File: src/rtl/ecl_pkg.sv
`timescale 1ns / 1ps

package ecl_pkg;

    typedef logic [3:0] tk_t;

    localparam tk_t TK_NUM      = 4'd0;
    localparam tk_t TK_PLUS     = 4'd1;
    localparam tk_t TK_MINUS    = 4'd2;
    localparam tk_t TK_MUL      = 4'd3;
    localparam tk_t TK_DIV      = 4'd4;
    localparam tk_t TK_LPAR     = 4'd5;
    localparam tk_t TK_RPAR     = 4'd6;
    localparam tk_t TK_POW      = 4'd7;
    localparam tk_t TK_SIN      = 4'd8;
    localparam tk_t TK_COS      = 4'd9;
    localparam tk_t TK_TAN      = 4'd10;
    localparam tk_t TK_LOG      = 4'd11;
    localparam tk_t TK_LN       = 4'd12;
    localparam tk_t TK_ERROR    = 4'd13;
    localparam tk_t TK_END_OK   = 4'd14;
    localparam tk_t TK_END_FAIL = 4'd15;

    localparam int VALUE_BITS = 32;

    localparam logic [7:0] CH_0      = 8'h30;
    localparam logic [7:0] CH_9      = 8'h39;
    localparam logic [7:0] CH_A      = 8'h61;
    localparam logic [7:0] CH_Z      = 8'h7a;
    localparam logic [7:0] CH_PLUS   = 8'h2b;
    localparam logic [7:0] CH_MINUS  = 8'h2d;
    localparam logic [7:0] CH_STAR   = 8'h2a;
    localparam logic [7:0] CH_SLASH  = 8'h2f;
    localparam logic [7:0] CH_LPAR   = 8'h28;
    localparam logic [7:0] CH_RPAR   = 8'h29;
    localparam logic [7:0] CH_CARET  = 8'h5e;

    // letter codes relative to 'a'
    localparam logic [4:0] LT_A = 5'd0;
    localparam logic [4:0] LT_C = 5'd2;
    localparam logic [4:0] LT_G = 5'd6;
    localparam logic [4:0] LT_I = 5'd8;
    localparam logic [4:0] LT_L = 5'd11;
    localparam logic [4:0] LT_N = 5'd13;
    localparam logic [4:0] LT_O = 5'd14;
    localparam logic [4:0] LT_S = 5'd18;
    localparam logic [4:0] LT_T = 5'd19;

    localparam logic [2:0] LEN_TOO_LONG = 3'd4;

    // up to three tokens produced by one request
    typedef struct packed {
        logic [1:0]            count;
        tk_t                   kind0;
        tk_t                   kind1;
        tk_t                   kind2;
        logic [VALUE_BITS-1:0] num;
    } tok_set_t;

    function automatic logic is_op(input logic [7:0] c);
        logic r;
        unique case (c)
            CH_PLUS, CH_MINUS, CH_STAR, CH_SLASH,
            CH_LPAR, CH_RPAR, CH_CARET: r = 1'b1;
            default:                    r = 1'b0;
        endcase
        return r;
    endfunction

    function automatic tk_t op_kind(input logic [7:0] c);
        tk_t k;
        unique case (c)
            CH_PLUS:  k = TK_PLUS;
            CH_MINUS: k = TK_MINUS;
            CH_STAR:  k = TK_MUL;
            CH_SLASH: k = TK_DIV;
            CH_LPAR:  k = TK_LPAR;
            CH_RPAR:  k = TK_RPAR;
            CH_CARET: k = TK_POW;
            default:  k = TK_ERROR;
        endcase
        return k;
    endfunction

    function automatic tk_t match_name(input logic [4:0] l0, input logic [4:0] l1,
                                       input logic [4:0] l2, input logic [2:0] len);
        tk_t k;
        priority if (len == 3'd3 && l0 == LT_S && l1 == LT_I && l2 == LT_N) k = TK_SIN;
        else if (len == 3'd3 && l0 == LT_C && l1 == LT_O && l2 == LT_S) k = TK_COS;
        else if (len == 3'd3 && l0 == LT_T && l1 == LT_A && l2 == LT_N) k = TK_TAN;
        else if (len == 3'd3 && l0 == LT_L && l1 == LT_O && l2 == LT_G) k = TK_LOG;
        else if (len == 3'd2 && l0 == LT_L && l1 == LT_N) k = TK_LN;
        else k = TK_ERROR;
        return k;
    endfunction

endpackage

File: src/rtl/ecl_core.sv
`timescale 1ns / 1ps

module ecl_core
    import ecl_pkg::*;
#(
    parameter int NUMBER_BITS = 32
)
(
    input  logic       clk,
    input  logic       rst_n,
    input  logic       step,
    input  logic       action,
    input  logic [7:0] char_code,
    output tok_set_t   toks
);

    logic [NUMBER_BITS-1:0] acc_reg, acc_next;
    logic                   pend_reg, pend_next;
    logic [4:0]             let_reg [3], let_next [3];
    logic [2:0]             len_reg, len_next;
    logic                   err_reg, err_next;

    logic [NUMBER_BITS+3:0]  acc_x10;
    logic [3:0]              digit;
    logic [NUMBER_BITS+31:0] acc_ext;
    logic                    is_digit;
    logic                    is_letter;
    tk_t                     fn_kind;
    tk_t                     kinds [3];
    logic [1:0]              n;

    assign is_digit  = (char_code >= CH_0) && (char_code <= CH_9);
    assign is_letter = (char_code >= CH_A) && (char_code <= CH_Z);
    assign digit     = 4'(char_code - CH_0);
    assign acc_x10   = ({4'b0, acc_reg} << 3) + ({4'b0, acc_reg} << 1)
                       + (NUMBER_BITS+4)'(digit);
    assign acc_ext   = {32'b0, acc_reg};
    assign fn_kind   = match_name(let_reg[0], let_reg[1], let_reg[2], len_reg);

    always_comb
    begin
        acc_next  = acc_reg;
        pend_next = pend_reg;
        let_next  = let_reg;
        len_next  = len_reg;
        err_next  = err_reg;
        kinds[0]  = TK_NUM;
        kinds[1]  = TK_NUM;
        kinds[2]  = TK_NUM;
        n         = 2'd0;
        toks.num  = '0;

        if (action)
        begin
            if (!err_reg && pend_reg)
            begin
                kinds[n] = TK_NUM;
                toks.num = acc_ext[VALUE_BITS-1:0];
                n        = n + 2'd1;
            end
            kinds[n]  = err_reg ? TK_END_FAIL : TK_END_OK;
            n         = n + 2'd1;
            acc_next  = '0;
            pend_next = 1'b0;
            let_next  = '{default: '0};
            len_next  = 3'd0;
            err_next  = 1'b0;
        end
        else if (!err_reg)
        begin
            if (is_digit)
            begin
                // saturate when the product leaves the number range
                if (acc_x10[NUMBER_BITS+3:NUMBER_BITS] != 4'd0)
                    acc_next = '1;
                else
                    acc_next = acc_x10[NUMBER_BITS-1:0];
                pend_next = 1'b1;
            end
            else
            begin
                if (pend_reg)
                begin
                    kinds[n]  = TK_NUM;
                    toks.num  = acc_ext[VALUE_BITS-1:0];
                    n         = n + 2'd1;
                    acc_next  = '0;
                    pend_next = 1'b0;
                end
                if (is_letter)
                begin
                    if (len_reg < 3'd3)
                    begin
                        let_next[len_reg[1:0]] = 5'(char_code - CH_A);
                        len_next               = len_reg + 3'd1;
                    end
                    else
                        len_next = LEN_TOO_LONG;
                end
                else if (!is_op(char_code))
                begin
                    kinds[n] = TK_ERROR;
                    n        = n + 2'd1;
                    err_next = 1'b1;
                end
                else if (len_reg != 3'd0 && fn_kind == TK_ERROR)
                begin
                    kinds[n] = TK_ERROR;
                    n        = n + 2'd1;
                    err_next = 1'b1;
                end
                else
                begin
                    if (len_reg != 3'd0)
                    begin
                        kinds[n] = fn_kind;
                        n        = n + 2'd1;
                        let_next = '{default: '0};
                        len_next = 3'd0;
                    end
                    kinds[n] = op_kind(char_code);
                    n        = n + 2'd1;
                end
            end
        end

        toks.count = n;
        toks.kind0 = kinds[0];
        toks.kind1 = kinds[1];
        toks.kind2 = kinds[2];
    end

    always_ff @(posedge clk or negedge rst_n)
    begin
        if (!rst_n)
        begin
            acc_reg  <= '0;
            pend_reg <= 1'b0;
            let_reg  <= '{default: '0};
            len_reg  <= 3'd0;
            err_reg  <= 1'b0;
        end
        else if (step)
        begin
            acc_reg  <= acc_next;
            pend_reg <= pend_next;
            let_reg  <= let_next;
            len_reg  <= len_next;
            err_reg  <= err_next;
        end
    end

    a_err_no_pend: assert property (@(posedge clk) disable iff (!rst_n)
        err_reg |-> !pend_reg)
        else $error("pending number while in error");

    a_len_range: assert property (@(posedge clk) disable iff (!rst_n)
        len_reg <= LEN_TOO_LONG)
        else $error("letter count out of range");

    a_idle_acc_zero: assert property (@(posedge clk) disable iff (!rst_n)
        !pend_reg |-> acc_reg == '0)
        else $error("number accumulator not cleared");

endmodule

File: src/rtl/ecl_token_buf.sv
`timescale 1ns / 1ps

module ecl_token_buf
    import ecl_pkg::*;
(
    input  logic                  clk,
    input  logic                  rst_n,
    input  logic                  load,
    input  tok_set_t              toks,
    output logic                  free,
    output logic                  valid,
    input  logic                  ready,
    output tk_t                   kind,
    output logic [VALUE_BITS-1:0] num,
    output logic                  last
);

    tk_t                   kind_reg [3];
    logic [VALUE_BITS-1:0] num_reg;
    logic [1:0]            cnt_reg;
    logic [1:0]            idx_reg;
    logic                  fire;

    assign valid = (cnt_reg != 2'd0);
    assign last  = (idx_reg == cnt_reg - 2'd1);
    assign fire  = valid && ready;
    assign free  = !valid || (fire && last);
    assign kind  = kind_reg[idx_reg];
    // only the first slot can carry a number
    assign num   = (idx_reg == 2'd0) ? num_reg : '0;

    always_ff @(posedge clk)
    begin
        if (load)
        begin
            kind_reg[0] <= toks.kind0;
            kind_reg[1] <= toks.kind1;
            kind_reg[2] <= toks.kind2;
            num_reg     <= toks.num;
        end
    end

    always_ff @(posedge clk or negedge rst_n)
    begin
        if (!rst_n)
        begin
            cnt_reg <= 2'd0;
            idx_reg <= 2'd0;
        end
        else if (load)
        begin
            cnt_reg <= toks.count;
            idx_reg <= 2'd0;
        end
        else if (fire)
        begin
            if (last)
            begin
                cnt_reg <= 2'd0;
                idx_reg <= 2'd0;
            end
            else
                idx_reg <= idx_reg + 2'd1;
        end
    end

    a_idx_in_range: assert property (@(posedge clk) disable iff (!rst_n)
        valid |-> idx_reg < cnt_reg)
        else $error("token index past count");

    a_load_when_free: assert property (@(posedge clk) disable iff (!rst_n)
        load |-> free)
        else $error("token buffer overwritten");

    a_num_only_on_num: assert property (@(posedge clk) disable iff (!rst_n)
        valid && kind != TK_NUM |-> num == '0)
        else $error("value on a non-number token");

endmodule

File: src/rtl/expression_char_lexer.sv
`timescale 1ns / 1ps

// channel    dir  tdata                 tuser           tlast
// s_axis     in   [7:0] char_code       [0] action      -
// m_axis     out  [31:0] number_value   [3:0] token_kind last
//
// one request is taken per cycle into an input register while it is
// empty or being stepped; the lexer step runs from there into a three-slot
// token buffer once it is free; a request gives zero to three tokens,
// sent one per cycle while m_axis_tready is high; the single output
// port sets the rate; a request waits in the input register as tokens drain
// reset clears all lexer state and the valid flags of both registers

module expression_char_lexer
    import ecl_pkg::*;
#(
    parameter int NUMBER_BITS = 32
)
(
    input  logic        clk,
    input  logic        rst_n,
    input  logic        s_axis_tvalid,
    output logic        s_axis_tready,
    input  logic [7:0]  s_axis_tdata,   // char_code
    input  logic        s_axis_tuser,   // action
    output logic        m_axis_tvalid,
    input  logic        m_axis_tready,
    output logic [31:0] m_axis_tdata,   // number_value
    output logic [3:0]  m_axis_tuser,   // token_kind
    output logic        m_axis_tlast
);

    logic       in_vld_reg;
    logic       action_reg;
    logic [7:0] char_reg;
    logic       step;
    logic       buf_free;
    tok_set_t   toks;

    assign step          = in_vld_reg && buf_free;
    assign s_axis_tready = !in_vld_reg || step;

    always_ff @(posedge clk or negedge rst_n)
    begin
        if (!rst_n)
            in_vld_reg <= 1'b0;
        else if (s_axis_tready)
            in_vld_reg <= s_axis_tvalid;
    end

    always_ff @(posedge clk)
    begin
        if (s_axis_tready && s_axis_tvalid)
        begin
            action_reg <= s_axis_tuser;
            char_reg   <= s_axis_tdata;
        end
    end

    ecl_core #(
        .NUMBER_BITS (NUMBER_BITS)
    ) u_core (
        .clk       (clk),
        .rst_n     (rst_n),
        .step      (step),
        .action    (action_reg),
        .char_code (char_reg),
        .toks      (toks)
    );

    ecl_token_buf u_buf (
        .clk   (clk),
        .rst_n (rst_n),
        .load  (step),
        .toks  (toks),
        .free  (buf_free),
        .valid (m_axis_tvalid),
        .ready (m_axis_tready),
        .kind  (m_axis_tuser),
        .num   (m_axis_tdata),
        .last  (m_axis_tlast)
    );

endmodule
File: config.mk
export PLATFORM = sky130hd
export DESIGN_NAME = expression_char_lexer
export DESIGN_NICKNAME = d
export VERILOG_FILES = /design/src/rtl/ecl_pkg.sv /design/src/rtl/ecl_core.sv /design/src/rtl/ecl_token_buf.sv /design/src/rtl/expression_char_lexer.sv
export SDC_FILE = /design/constraint.sdc
export NUM_CORES = 1
export LEC_CHECK = 0
export ABC_AREA = 1
export BUFFER_PORTS_ARGS = -buffer_cell sky130_fd_sc_hd__buf_4
export CORE_AREA = 2 2 190 192
export CTS_CLUSTER_DIAMETER = 40
export DETAILED_ROUTE_END_ITERATION = 10
export DIE_AREA = 0 0 192 194
export GPL_TIMING_DRIVEN = 0
export HOLD_SLACK_MARGIN = 0.06
export PLACE_DENSITY_LB_ADDON = 0.1
export SYNTH_ARGS = -nofsm -noshare
export SYNTH_HDL_FRONTEND = slang
export SYNTH_SLANG_ARGS = --single-unit
File: constraint.sdc
create_clock -name clk -period 5.6 [get_ports clk]
set_clock_uncertainty 0.15 [all_clocks]
set_input_delay 0.84 -clock clk [delete_from_list [all_inputs] [get_ports clk]]
set_output_delay 0.84 -clock clk [all_outputs]
set_load 0.02 [all_outputs]
# After elaboration in Yosys (flattened, before gate mapping)
# Memory sizes are Yosys's and may differ from the RTL's.
# Cells that the tools add are included.
# word_totals
mem_count	1
ff_bits	98
mem_bits_rw	12
in_bits	13
word_cells	226
output_inout_bits	39
# op_classes
bitwise	7
add_sub_neg	10
n_eq_ne	25
reduce_logical	47
muxes	110
n_lt_le_gt_ge	13
# memory_table
memory	depth	word_bits	read_ports	rd_clocked_by_memory_dff	wr	line_no	rtl
u_buf.kind_reg	3	4	1	0	3	ecl_token_buf.sv:18	tk_t kind_reg [3];
# ops
operator	n
32-bit two-way mux	11
12-bit two-way mux	13
15-bit two-way mux	8
4-bit two-way mux	17
8-bit by 6-bit == test with 1-bit output, second input constant	6
2-bit two-way mux	23
35-bit by 33-bit adder with 36-bit output	1
36-bit by 4-bit adder with 36-bit output	1
12-bit bitwise mux	3
4-bit one-hot mux with 7 select lines	1
1-bit logical AND	26
5-bit by 4-bit == test with 1-bit output, second input constant	5
4-bit demux with 2-bit select	3
3-bit two-way mux	8
1-bit two-way mux	20
15-bit bitwise mux	1
5-bit == test, second input constant	3
3-bit greater-or-equal comparator, second input constant	4
3-bit by 1-bit < comparator with 1-bit output, second input constant	4
2-bit NOT with 3-bit output	4
3-bit nonzero test	4
5-bit demux with 2-bit select	1
9-bit bitwise OR	1
2-bit by 1-bit adder with 2-bit output, second input constant	4
other kinds (32)	40

# Depth between registers and ports, before layout
# Gate-level depths: netlist of the first run.
# depth
word_depth	28
depth_mapped	20
ltp_nobuf	19

# By module
# Synthesis of the first run repeated with hierarchy kept, for this count alone.
# hier_totals
hier_cells	1273
area_unflattened_um2	8846.0
# by_module_without_submodules
module	instances	seq_area_each_um2	area_per_inst_um2	cells_per_inst
ecl_core	1	1301.2	6591.3	1091
ecl_token_buf	1	1421.4	1931.9	165
expression_char_lexer	1	295.3	322.8	17

# Worst setup path after synthesis of the first run
# OpenSTA, ideal clock, no wires.
# synth_timing
kind	reg2reg
start	register char_reg[3]
end	register u_core.acc_reg[22]
t_required_ps	5334
stages_incl_launch_ff	19
path_buffers	1
t_arrival_ps	2716
path_slack_ps	2617
synth_period_minus_slack_ps	2983
cell_sequence	edfxtp_1 -> fa_1 -> inv_1 -> fa_1 -> inv_1 -> nand2_1 -> nand2_1 -> nand3_1 -> nand2_1 -> nand2_1 -> nand2_1 -> nand2_1 -> nand3_1 -> nand2_1 -> nor2_2 -> buf_2 -> nand3_1 -> nand2_1 -> nand2_1
# synth_between
elab_chain_len	7
# synth_rtl
element	line_no	rtl
from (decl)	expression_char_lexer.sv:35	logic [7:0] char_reg;
from (signal assigned)	expression_char_lexer.sv:56	char_reg <= s_axis_tdata;
4-bit by 1-bit subtractor with 4-bit output	ecl_core.sv:34	assign digit = 4'(char_code - CH_0);
36-bit by 4-bit adder with 36-bit output	ecl_core.sv:36	+ (NUMBER_BITS+4)'(digit);
4-bit nonzero test	ecl_core.sv:74	if (acc_x10[NUMBER_BITS+3:NUMBER_BITS] != 4'd0)
32-bit two-way mux	ecl_core.sv:74	
32-bit two-way mux	ecl_core.sv:71	if (is_digit)
32-bit two-way mux	ecl_core.sv:69	else if (!err_reg)
32-bit two-way mux	ecl_core.sv:53	if (action)
to (signal assigned)	ecl_core.sv:145	acc_reg <= acc_next;
to (decl)	ecl_core.sv:17	logic [NUMBER_BITS-1:0] acc_reg, acc_next;
# Several ways; a longest one is shown, not always the timed one. The select of a mux whose other input is x is not followed.
# A chain may end at the register's enable or synchronous reset.

# Worst setup path after layout of the first run
# layout_timing
start	register char_reg[3]
end	register u_core.acc_reg[23]
# The elaborated chain is that of the path after synthesis.

==> results.ini, run 1 <==
[finish]
diodes=0
regArea_sq_um=3018
multi_input_area_sq_um=4713
area_delta_synth_final_pct=14.38
n_fill_cell=3924
final_nets=1412
drive_above_1_share=0.07931

[timing]
finalSetupTns_ns=0
setup_viol_count_final=0
worstMarginPinSlew_ns=0.8724
period_share=0.6817
fmax_mhz=261.9
rsz0062_at_grt=false
slew_headroom=0.4184
min_period_ns=3.818
hold_viol=0
slew_viol_final=0

[power]
p_sw_frac=0.4047
p_int_uw=1791
p_seq_frac=0.387
p_leak_uw=0.005689
power.switching_uw=1217
total_power_uw=3008
power_density_nw_per_um2=302.3
ir_drop_mv=0.2636
p_comb_frac=0.397
clock_power_share=0.216

[floorplanning]
core_area_sq_um=35220
initial_core_util=0.2470
die_w_microns=192
ios=52
die_y_microns=194
rows=69
die-area_sq_um=37250

[critical_path]
critical_path_arrival_ns=3.92
worstSetupPathType=reg -> reg
start_kind=flop
cp-end-kind=flop
worst-r2r-setup-slack_ns=1.78
critPathRequiredTime_ns=5.71
worstReg2RegEnd=u_core.acc_reg[23]$_DFFE_PN0P_
rr_worst_depth=18
crit_fanout=10
timing.rr.start=char_reg[3]$_DFFE_PP_

[synthesis]
syn_avg_cell_area_sq_um=6.921
ys.flop_type=dfrtp_1
ys_types=39
syn_area_sq_um=8700
syn_inst=1257
async_flop_share=0.5182
syn_nets=1350
yosysWarnings=0
synth_edf_count=53
synth-seq-cells=110
seq_area_frac_synth=0.3469

[grt]
grt.overflow.total=0
antenna_found_initial=0
grt_max_degree=58
grt_pass1_wl_microns=41650
grt_use_total=0.1436
grt_pass1_vias=7919

[route]
final_antenna_net_count=0
first_pass_iters=5
topRoutingLayerUsed=met4
wl_per_cell_microns=14.22
wl_met1_microns=12720
drtIter0Drc=405
wl_met3_microns=635
wirelength_microns=25380
drc=0
vias=7752
vias_per_cell=4.343
routed-wl-met2_microns=11670

[clock_tree]
post_cts_resized=0
hold_buffers=0
cts_sinks=110
clk_pin_slew_ns=0.08
worstSkewPairLatency_ns=0.37
cts_root_buf=clkbuf_16
cts_tree=built
cts_buffers=9
htreeDepth=3
postCtsSetupBuffers=0
clk_path_buf_depth=2

[hold_path]
hold_class=reg -> reg
timing.hold.worst_path_depth=2
hp-start=u_core.let_reg[1]$_DFFE_PN0P_
min_to=u_core.let_reg[1]$_DFFE_PN0P_

[placement]
dp_hpwl_microns=20880
gp_congestion=0.8540
numPortBuffers=51

[status]
status=completed

[run]
max_cap_violations=0

## worst max-delay path: stages, from the launching register on
cell,delay [ns]
edfxtp_1,0.52
fa_1,0.62
inv_1,0.07
fa_1,0.47
inv_1,0.13
nand2_1,0.06
nand2_1,0.08
nand3_1,0.07
nand2_1,0.16
nand2_1,0.07
nand2_1,0.19
nand2_1,0.10
nand3_1,0.08
nand2_1,0.09
nor2_2,0.33
buf_2,0.30
nand3_1,0.10
nand2_1,0.08
nand2_1,0.06
## synthesized netlist by cell type (9+ instances only)
cell        n  share of area
ha_1       78           0.11
inv_1     216          0.093
dfrtp_1    57           0.16
edfxtp_1   53           0.18
nor2_1    100          0.043
clkbuf_1    9         0.0039
o21ai_0    24          0.014
nor3_1     14         0.0081
nand3_1   110          0.063
nand2_1   437           0.19
a21oi_1    43          0.025
xnor2_1    18          0.018
nand4_1    21          0.015
buf_2       9         0.0052
## logic make-up after synthesis
group | count (synthesis) | synth area share
flops | 110 | 0.3469
fa+ha+maj | 80 | 0.1168
simple gates | 709 | 0.3426
compound gates | 85 | 0.05580
xor+xnor | 26 | 0.02618
other cells | 1 | 0.0004311
buf+inv | 246 | 0.1113
## routing by layer
layer / GRT usage / vias to the layer above
li1: - / 4077
met1: 0.1987 / 3573
met2: 0.2364 / 87
met3: 0.01629 / 15
met4: 0.03845 / 0
met5: 0 / -
## power by group through the flow
stage | combinational (uW) | sequential [uW] | clock, uW
after floorplan | 784 | 1150 | 0
after global placement | 1230 | 1190 | 0
after detailed placement | 1220 | 1190 | 0
after CTS | 1220 | 1170 | 679
after global routing | 1340 | 1190 | 710
final | 1190 | 1160 | 650
## how the worst max path moves through the flow
| stage | startpoint | to | slack, ns | cells past startpoint |
|---|---|---|---|---|
| finish | char_reg[3]$_DFFE_PP_ | u_core.acc_reg[23]$_DFFE_PN0P_ | 1.78 | 18 |
| global placement | char_reg[3]$_DFFE_PP_ | u_core.acc_reg[23]$_DFFE_PN0P_ | 1.71 | 18 |
| global route | char_reg[3]$_DFFE_PP_ | u_core.acc_reg[23]$_DFFE_PN0P_ | 1.41 | 18 |
| floorplan | char_reg[3]$_DFFE_PP_ | u_core.acc_reg[22]$_DFFE_PN0P_ | 2.62 | 18 |
| CTS | char_reg[3]$_DFFE_PP_ | u_core.acc_reg[20]$_DFFE_PN0P_ | 1.72 | 18 |
| detailed placement | char_reg[3]$_DFFE_PP_ | u_core.acc_reg[20]$_DFFE_PN0P_ | 1.74 | 18 |
## cells in the final DEF, fill, tap and decap left out, drive strengths merged
cell type and instances:
conb 1, nand3b 8, and2 2, nand4 21
o21ai 26, fa 2, or2 3, a22oi 2
xor2 8, buf 68, clkbuf 19, nor2 106
nor4 1, ha 78, and3 1, nand3 114
inv 221, o22ai 1, o21bai 8, a21oi 48
clkinvlp 2, dfrtp 57, xnor2 18, nor3 14
clkinv 3, edfxtp 53, nand2 439
## through the flow
stage | instance area [sq um] | worst slack [ns] | utilization | instances | hold slack [ns]
finish | 9951 | 1.782 | 0.2825 | 1785 | 0.3459
global route | 9951 | 1.413 | 0.2825 | 1785 | 0.3675
floorplan | 8700 | 2.617 | - | 1257 | 0.2919
CTS | 9951 | 1.722 | 0.2825 | 1785 | 0.3459
global placement | 9659 | 1.713 | 0.2742 | 1769 | 0.3096
detailed placement | 9659 | 1.740 | 0.2742 | 1769 | 0.3274
## cell type report
class / count / share of cell area
plain buffers: 26 / 0.01433
clock buffers: 10 / 0.02402
clock inverters: 6 / 0.005281
inverters: 220 / 0.08299
multi-input cells: 901 / 0.4737
flip-flops and latches: 110 / 0.3033
well taps: 461 / 0.05797
repair buffers: 51 / 0.03848
Power figures use the tool's default switching activity.
==> run 2: changes to the inputs <==
--- a/config.mk
+++ b/config.mk
@@ -5,12 +5,12 @@
 export SDC_FILE = /design/constraint.sdc
 export NUM_CORES = 1
 export LEC_CHECK = 0
-export ABC_AREA = 1
+export ABC_AREA = 0
 export BUFFER_PORTS_ARGS = -buffer_cell sky130_fd_sc_hd__buf_4
-export CORE_AREA = 2 2 190 192
+export CORE_AREA = 2 2 184 186
 export CTS_CLUSTER_DIAMETER = 40
 export DETAILED_ROUTE_END_ITERATION = 10
-export DIE_AREA = 0 0 192 194
+export DIE_AREA = 0 0 186 188
 export GPL_TIMING_DRIVEN = 0
 export HOLD_SLACK_MARGIN = 0.06
 export PLACE_DENSITY_LB_ADDON = 0.1
==> constraint.sdc (replaced) <==
create_clock -name clk -period 3.4 [get_ports clk]
set_clock_uncertainty 0.15 [all_clocks]
set_input_delay 0.51 -clock clk [delete_from_list [all_inputs] [get_ports clk]]
set_output_delay 0.51 -clock clk [all_outputs]
set_load 0.02 [all_outputs]
==> run 2 against run 1 <==
Compared with the run above: the run now ends with negative setup slack left; register-to-register slack worse by 1.9 ns; maximum frequency increased by 8.9%; global-route usage increased by 0.25 points; critical path type unchanged; critical endpoint is now u_core.acc_reg[3]$_DFFE_PN0P_; largest power group unchanged.
==> results.ini, run 2 <==
[status]
status=complete, but fails checks
failed_checks=negative setup slack

[timing]
hold_viol=0
min_period_ns=3.504
worstMarginPinSlew_ns=0.8274
rsz0062_at_grt=true
fin_ws_ns=-0.1043
slew_viol_final=0
fmax_mhz=285.4
period_share=1.031
setup_viol_count_final=32
slew_headroom=0.4484

[critical_path]
cp_slowest_cell=fa_1
cp.depth=12
worstPathCellList=fa_1 > inv_1 > fa_2 > nand2b_4 > a21o_4 > a32oi_4 > a31o_4 > a41oi_4 > mux2i_4 > buf_12 > nor4b_2 > o21ai_1
worstSetupPathType=reg -> reg
cp-end-kind=flop
start_kind=flop
crit_fanout=10
critPathRequiredTime_ns=3.48
startpoint=u_core.acc_reg[0]$_DFFE_PN0P_
path_buf_inv=2
timing.rr.start=u_core.acc_reg[0]$_DFFE_PN0P_
cpPeakStageDelay_ns=0.58
worst-r2r-setup-slack_ns=-0.10
critical_path_arrival_ns=3.58
path_delay_family=compound AO/OA/AOI/OAI gates
rr_worst_depth=12

[finish]
regArea_sq_um=3018
fin_cells=1389
final_area_sq_um=9874
multi_input_area_sq_um=5024
drive_above_1_share=0.1904
final_common_cell=nand2_1
final_cell_mix=nand2_1, ha_1, and2_1, buf_4, dfrtp_1
n_fill_cell=3503
final_nets=1028
area_delta_synth_final_pct=21.55

[route]
wl_per_cell_microns=17.78
wirelength_microns=24690
vias_per_cell=4.695
final_antenna_net_count=0
drc=0
first_pass_iters=5
vias=6521
drtIter0Drc=392

[floorplanning]
core_area_sq_um=33110
initial_core_util=0.2453
rows=67
die_y_microns=188
ios=52
die_w_microns=186
die-area_sq_um=34970

[placement]
numPortBuffers=51
dp.cells=1351
postPlaceCellArea_sq_um=9075
dp_hpwl_microns=18930
gp_congestion=0.7945
dpl_worst_slack_ns=-0.8405

[grt]
antenna_found_initial=1
grt_pass1_wl_microns=39230
grt_max_degree=58
grt.overflow.total=0
grt_pass1_vias=6708
grt_use_total=0.1462

[clock_tree]
cts_sinks=110
clk_pin_slew_ns=0.08
worstSkewPairLatency_ns=0.36
cts_buffers=9
cts_root_buf=clkbuf_16
htreeDepth=3
hold_buffers=0
cts_tree=built
clk_path_buf_depth=2

[run]
max_cap_violations=0

[power]
ir_drop_mv=0.2639
p_leak_uw=0.004193
power_density_nw_per_um2=551.7

[synthesis]
synth.most_common_cell=nand2_1
synth_top_area_cell=edfxtp_1
seq_area_frac_synth=0.3715
synthTopCellsByArea=edfxtp_1, dfrtp_1, ha_1, and2_1, nand2_1
synth_top_area_frac=0.1959
synth_edf_count=53
syn_area_sq_um=8124
synthTopCellsByCount=nand2_1, ha_1, and2_1
async_flop_share=0.5182
syn_nets=945
syn_avg_cell_area_sq_um=9.535
ys.flop_type=dfrtp_1
yosysWarnings=0
ys_types=79
syn_inst=852
synth-seq-cells=110

[hold_path]
hold_class=in -> async

## run 2: cell types whose count changed after synthesis, sizes merged, moves of 12 or more
| cell | before | now |
|---|---|---|
| nand2 | 439 | 90 |
| o21ai | 26 | 76 |
| nor4 | 1 | 29 |
| clkbuf | 9 | 21 |
| and2 | 2 | 72 |
| a21o | 0 | 15 |
| nor2 | 106 | 44 |
| nand3 | 114 | 13 |
| inv | 219 | 31 |
## run 2: path summary, 6_finish.rpt
| path | end |
|---|---|
| setup / recovery | u_core.acc_reg[3]$_DFFE_PN0P_ |
| hold / removal | u_core.let_reg[13]$_DFFE_PN0P_ |
| setup reg to reg | u_core.acc_reg[3]$_DFFE_PN0P_ |
| max in group asynchronous | u_core.acc_reg[25]$_DFFE_PN0P_ |
| min in group clk | action_reg$_DFFE_PP_ |
| hold reg to reg | u_core.let_reg[12]$_DFFE_PN0P_ |
## run 2: kinds of logic (layout without fill, tap and decap cells)
group / Yosys count / after routing / synth area share
AND/OR/NAND/NOR: 320 / 320 / 0.2272
adder cells (fa/ha/maj): 80 / 80 / 0.1251
XOR/XNOR: 30 / 30 / 0.03234
buffers and inverters: 76 / 164 / 0.04359
multiplexers: 7 / 7 / 0.008625
other: 1 / 2 / 0.0004616
flip-flops: 110 / 110 / 0.3715
AO/OA/AOI/OAI: 228 / 228 / 0.1913
## run 2: cell type report
type                            count  area share
Sequential cell                   110      0.3056
Buffer                             45     0.02838
Clock buffer                       10     0.02319
Timing Repair Buffer               70     0.05651
Timing Repair inverter              2    0.001267
Clock inverter                      6    0.007096
Multi-Input combinational cell    666      0.5087
Tap cell                          448     0.05677
Inverter                           31     0.01216
Antenna cell                        1   0.0002534
## run 2: stage by stage
| step | power, uW | utilization | setup TNS (ns) | hold slack [ns] |
|---|---|---|---|---|
| 2_1_floorplan | 3377 | - | 0 | 0.06441 |
| 3_3_place_gp | 4371 | 0.2741 | -32.16 | 0.3245 |
| 3_5_place_dp | 4356 | 0.2741 | -31.40 | 0.3282 |
| 4_1_cts | 5540 | 0.2940 | -4.267 | 0.1290 |
| 5_1_grt | 5817 | 0.2982 | -6.914 | 0.1453 |
| 6_report | 5448 | 0.2982 | -2.005 | 0.07320 |
## run 2: what timing repair did
item,in CTS,in global routing
hold endpoints to repair,0,0
gates resized for setup,45,19
gates cloned,6,0
setup endpoints to repair,51,46
buffers inserted,11,5
pin swaps,20,5
## run 2: power by group
part	switching [uW]	internal, uW
registers	122	1830
logic	1550	857
clock network	520	578
total	2190	3260
## run 2: metal layers
metal / routed length (microns) / track usage / share of wire / up-vias
li1: - / - / - / 3304
met1: 11500 / 0.1886 / 0.47 / 3130
met2: 12530 / 0.2589 / 0.51 / 78
met3: 463 / 0.01554 / 0.019 / 9
met4: 193 / 0.03543 / 0.0078 / 0
met5: 0 / 0 / 0 / -
